File: config.mk
export PLATFORM = sky130hd
export DESIGN_NAME = mpq_ctrl
export DESIGN_NICKNAME = d
export VERILOG_FILES = /design/src/mpq_pkg.sv /design/src/mpq_ctrl.sv
export SDC_FILE = /design/constraint.sdc
export NUM_CORES = 1
export LEC_CHECK = 0
export ABC_AREA = 1
export BUFFER_PORTS_ARGS = -buffer_cell sky130_fd_sc_hd__buf_2
export CORE_AREA = 2 2 39 41
export DETAILED_ROUTE_END_ITERATION = 10
export DIE_AREA = 0 0 41 43
export PLACE_DENSITY = 0.63
export SETUP_SLACK_MARGIN = 0.5
export SLEW_MARGIN = 10
export SYNTH_ARGS = -nofsm -noshare
export SYNTH_HDL_FRONTEND = slang
export SYNTH_SLANG_ARGS = --single-unit
File: constraint.sdc
create_clock -name clk -period 0.94 [get_ports clk]
set_input_delay 0 -clock clk [delete_from_list [all_inputs] [get_ports clk]]
set_output_delay 0 -clock clk [all_outputs]
set_load 0.005 [all_outputs]
File: src/mpq_pkg.sv
// ----------------------------------------------------------------------------
// mpq_pkg
// Shared types and constants for the two-key max-priority queue.
// ----------------------------------------------------------------------------
package mpq_pkg;

  // Action codes of a request; the last code is ignored by the block.
  localparam logic [1:0] ACT_PUSH = 2'd0;
  localparam logic [1:0] ACT_PEEK = 2'd1;
  localparam logic [1:0] ACT_POP  = 2'd2;
  localparam logic [1:0] ACT_NOP  = 2'd3;

  // Record field widths.
  localparam int TAG_W   = 32;
  localparam int ROLL_W  = 16;
  localparam int MARKS_W = 16;

  // Controller states.
  typedef enum logic [2:0] {
    ST_IDLE,
    ST_SHIFT,
    ST_PLACE,
    ST_READ,
    ST_RESP
  } state_t;

  // Commands from the controller to the datapath.
  typedef struct packed {
    logic load;          // latch the request's record
    logic set_drop;      // flag the push as discarded
    logic pop_dec;       // remove the best record
    logic rd_top;        // start the insertion scan at the best record
    logic shift_step;    // move the scanned record up one place
    logic place_here;    // write the new record above the scanned one
    logic place_bottom;  // write the new record at the lowest place
    logic rd_best;       // read the best record for the response
    logic resp;          // present the response
  } cmd_t;

  // Status from the datapath to the controller.
  typedef struct packed {
    logic full;
    logic empty;
    logic better;        // new record strictly better than the scanned one
    logic idx_zero;      // scan has reached the lowest place
  } status_t;

endpackage

File: src/mpq_ctrl.sv
// ----------------------------------------------------------------------------
// mpq_ctrl
// Controller state machine: sequences push, peek and pop requests.
// ----------------------------------------------------------------------------
module mpq_ctrl
  import mpq_pkg::*;
(
  input  logic       clk,
  input  logic       rst,
  input  logic       start,
  input  logic [1:0] action,
  input  status_t    status,
  output logic       busy,
  output cmd_t       cmd
);

  state_t state, state_next;

  // State register.
  always_ff @(posedge clk) begin
    if (rst) begin
      state <= ST_IDLE;
    end else begin
      state <= state_next;
    end
  end

  // Next state and commands.
  always_comb begin
    state_next = state;
    cmd        = '0;
    busy       = (state != ST_IDLE);
    case (state)
      ST_IDLE: begin
        if (start) begin
          case (action)
            ACT_PUSH: begin
              cmd.load = 1'b1;
              if (status.full) begin
                cmd.set_drop = 1'b1;
                state_next   = ST_READ;
              end else if (status.empty) begin
                state_next = ST_PLACE;
              end else begin
                cmd.rd_top = 1'b1;
                state_next = ST_SHIFT;
              end
            end
            ACT_PEEK: begin
              cmd.load   = 1'b1;
              state_next = ST_READ;
            end
            ACT_POP: begin
              cmd.load    = 1'b1;
              cmd.pop_dec = 1'b1;
              state_next  = ST_READ;
            end
            default: begin
              state_next = ST_IDLE;
            end
          endcase
        end
      end
      ST_SHIFT: begin
        if (status.better) begin
          cmd.place_here = 1'b1;
          state_next     = ST_READ;
        end else begin
          cmd.shift_step = 1'b1;
          if (status.idx_zero) begin
            state_next = ST_PLACE;
          end
        end
      end
      ST_PLACE: begin
        cmd.place_bottom = 1'b1;
        state_next       = ST_READ;
      end
      ST_READ: begin
        cmd.rd_best = 1'b1;
        state_next  = ST_RESP;
      end
      ST_RESP: begin
        cmd.resp   = 1'b1;
        state_next = ST_IDLE;
      end
      default: begin
        state_next = ST_IDLE;
      end
    endcase
  end

endmodule

==> impl_metrics.json <==
{
  "clockRootBuffer": "sky130_fd_sc_hd__clkbuf_4",
  "gr-total-overflow": 0,
  "finalWorstPathRequiredPeriod_ns": 1.13,
  "clk_pin_slew_ns": 0.04,
  "fin_setup_tns_ns": -1.53,
  "floorplan.die.height_um": 43,
  "most-common-layout-cells": "18 x sky130_fd_sc_hd__buf_2, 8 x sky130_fd_sc_hd__inv_1, 8 x sky130_fd_sc_hd__nand2_1, 8 x sky130_fd_sc_hd__buf_4",
  "whs_path_depth": 2,
  "reg2reg_depth": 7,
  "hold_path.class": "in -> reg",
  "post-dp-hpwl_um": 727,
  "static_power_due_to_leakage_nw": 0.369,
  "postRouteWirelength_mm": 1.10,
  "largest_register_ffs": 3,
  "num_io_pins": 19,
  "tritoncts": "yes",
  "die-width_um": 41,
  "vias_per_cell": 4.43,
  "layout.cell_area.non_filler_sq_um": 676,
  "routed_wire_length_per_instance_um": 10.6,
  "global_route_wire_length_before_repair_mm": 1.59,
  "critPathTopFamily": "flip-flops",
  "fillers": 142,
  "syn-cell-area_sq_um": 324,
  "register_bit_count_reported_by_yosys": 3,
  "timing.final.ws_setup_ns": -0.189,
  "rows": 14,
  "critical_path.max_stage_delay_ns": 0.36,
  "remaining_drc_errors": 0,
  "violations_in_the_final_reports": "hold timing, setup timing",
  "route.vias.total": 461,
  "numPortBuffers": 18,
  "placed_cells": 94,
  "crit-reg2reg-launch": "state[1]$_SDFFE_PP0P_",
  "area_of_the_core_region_sq_um": 1380,
  "hold_path_end": "state[1]$_SDFFE_PP0P_",
  "critical_path_class": "reg -> out",
  "drt_first_pass_iters": 4,
  "endpoint_kind": "output port",
  "antenna-diode-count": 0,
  "finalHoldViolCount": 3,
  "largest_fanout_of_any_net_on_the_critical_path": 5,
  "dpl_worst_slack_ns": -0.0678,
  "area_delta_synth_final_pct": 108,
  "clock_latency_ns": 0.24,
  "final.hold.worst_slack_ns": -0.0441,
  "final_core_util_pct": 48.8,
  "synth_cells": 54,
  "peakVddDrop_mv": 0.504,
  "start_util_pct": 23.4,
  "layout.cells.non_filler": 104,
  "achievable-frequency_mhz": 886,
  "drv_cap": 0,
  "ant_nets": 0,
  "cellPowerDensity_nw_per_um2": 1560,
  "layout_commonest_cell": "sky130_fd_sc_hd__buf_2",
  "relSlewSlack_pct": 87.1,
  "die_footprint_sq_um": 1760,
  "post_dp_cell_area_sq_um": 526,
  "largest_net_degree_at_the_start_of_global_routing": 6,
  "regArea_sq_um": 71.3,
  "finalCritPeriodShare_pct": 120,
  "yosys.cell_types.count": 15,
  "synth.yosys.seq_area_share_pct": 18.5,
  "final-setup-viol-count": 12,
  "regToRegSetupSlack_ns": -0.15,
  "worst-endpoint-arrival_ns": 1.13,
  "top_register": "state",
  "cts-buffers-inserted": 3,
  "critPathLaunchType": "register",
  "worstPathRequired_ns": 0.94,
  "grt_setup_unrepaired": "yes",
  "cts.htree.levels": 1,
  "detailedRoute.firstIterationViolations": 6,
  "via_count_of_the_first_global_routing_pass": 445,
  "post_route_cells_drive_above_1_share_pct": 69.3,
  "clock_path_buffers": 2,
  "launch_point_of_the_worst_hold_path": "rst",
  "final_nets": 101,
  "max_slew_violation_total_from_the_final_report": 0,
  "timing.rr.end": "state[0]$_SDFFE_PP0P_",
  "antenna_found_initial": 0,
  "critical_path.n_buffers_inverters": 2,
  "timing.critical_path.cells": "nor2_4 > nand2_4 > buf_6 > nor2_2 > buf_2",
  "p_total_mw": 1.05,
  "timing_worst_slew_pin_value_ns": 0.192,
  "mapped_avg_cell_area_sq_um": 6.00,
  "outcome": "finished, violations left",
  "clock_skew_ns": 0.00561,
  "largestRegisters": "state x3",
  "critPathSlowestCell": "sky130_fd_sc_hd__dfxtp_4",
  "total_area_of_multi_input_combinational_cells_sq_um": 308,
  "place.gp.congestion": 0.761,
  "synth_fp_nets": 66,
  "grt.total_usage_pct": 12.9,
  "numClockSinks": 3,
  "yosys_warnings": 0
}
[power breakdown]
part / switching, mW / internal [mW] / leakage (nW)
clock: 0.0796 / 0.160 / 0.0150
sequential: 0.0453 / 0.153 / 0.0267
combinational: 0.287 / 0.326 / 0.327
[worst max-delay path by stage]
| stage | from | endpoint | slack (ns) | depth (start not counted) |
|---|---|---|---|---|
| 5_1_grt | state[0]$_SDFFE_PP0P_ | cmd[6] | -0.22 | 5 |
| 3_3_place_gp | state[2]$_SDFFE_PP0P_ | state[0]$_SDFFE_PP0P_ | -0.02 | 7 |
| 4_1_cts | state[1]$_SDFFE_PP0P_ | cmd[6] | -0.18 | 5 |
| 2_1_floorplan | state[0]$_SDFFE_PP0P_ | state[0]$_SDFFE_PP0P_ | 0.005 | 7 |
| 6_report | state[0]$_SDFFE_PP0P_ | cmd[6] | -0.19 | 5 |
| 3_5_place_dp | state[0]$_SDFFE_PP0P_ | state[0]$_SDFFE_PP0P_ | -0.07 | 7 |
[cell usage after synthesis]
cell type,n,area share (%)
sky130_fd_sc_hd__nand2_1,11,13
sky130_fd_sc_hd__inv_1,10,12
sky130_fd_sc_hd__nor2_1,7,8.1
sky130_fd_sc_hd__nand3_1,5,7.7
sky130_fd_sc_hd__nor2_2,4,7.7
sky130_fd_sc_hd__dfxtp_1,3,19
sky130_fd_sc_hd__ha_1,3,12
sky130_fd_sc_hd__nor3_1,3,4.6
sky130_fd_sc_hd__nor4_1,2,3.9
sky130_fd_sc_hd__a21oi_2,1,2.7
sky130_fd_sc_hd__buf_4,1,2.3
sky130_fd_sc_hd__inv_2,1,1.2
sky130_fd_sc_hd__nand2_2,1,1.9
sky130_fd_sc_hd__nand3_2,1,3.1
sky130_fd_sc_hd__o21bai_1,1,2.3
[logic make-up after synthesis]
kind of cell | Yosys count | synth area share, %
flops | 3 | 18.5
buf+inv | 12 | 15.1
simple gates | 34 | 49.8
fa+ha+maj | 3 | 11.6
compound gates | 2 | 5.02
[area by class of cell]
class | count | area share (%)
Clock buffer | 4 | 3.89
Multi-Input combinational cell | 39 | 45.6
Tap cell | 16 | 2.96
Sequential cell | 3 | 10.6
Timing Repair Buffer | 31 | 30.6
Inverter | 11 | 6.48
[per-layer routing]
metal / up-vias / global-route usage, % / wire (um) / part of all wire [%]
li1: 234 / - / - / -
met1: 209 / 14.1 / 388 / 35
met2: 16 / 22.8 / 637 / 58
met3: 2 / 0 / 58 / 5.3
met4: 0 / 8.00 / 17 / 1.5
met5: - / 0 / 0 / 0
[timing repair]
action / 4_1_cts / 5_1_grt
setup buffers: 4 / 2
resized for setup: 7 / 13
setup endpoints to repair: 13 / 13
endpoints found under the hold margin: 3 / 3
pin swaps: 4 / 8
(Power assumes the default switching activity.)
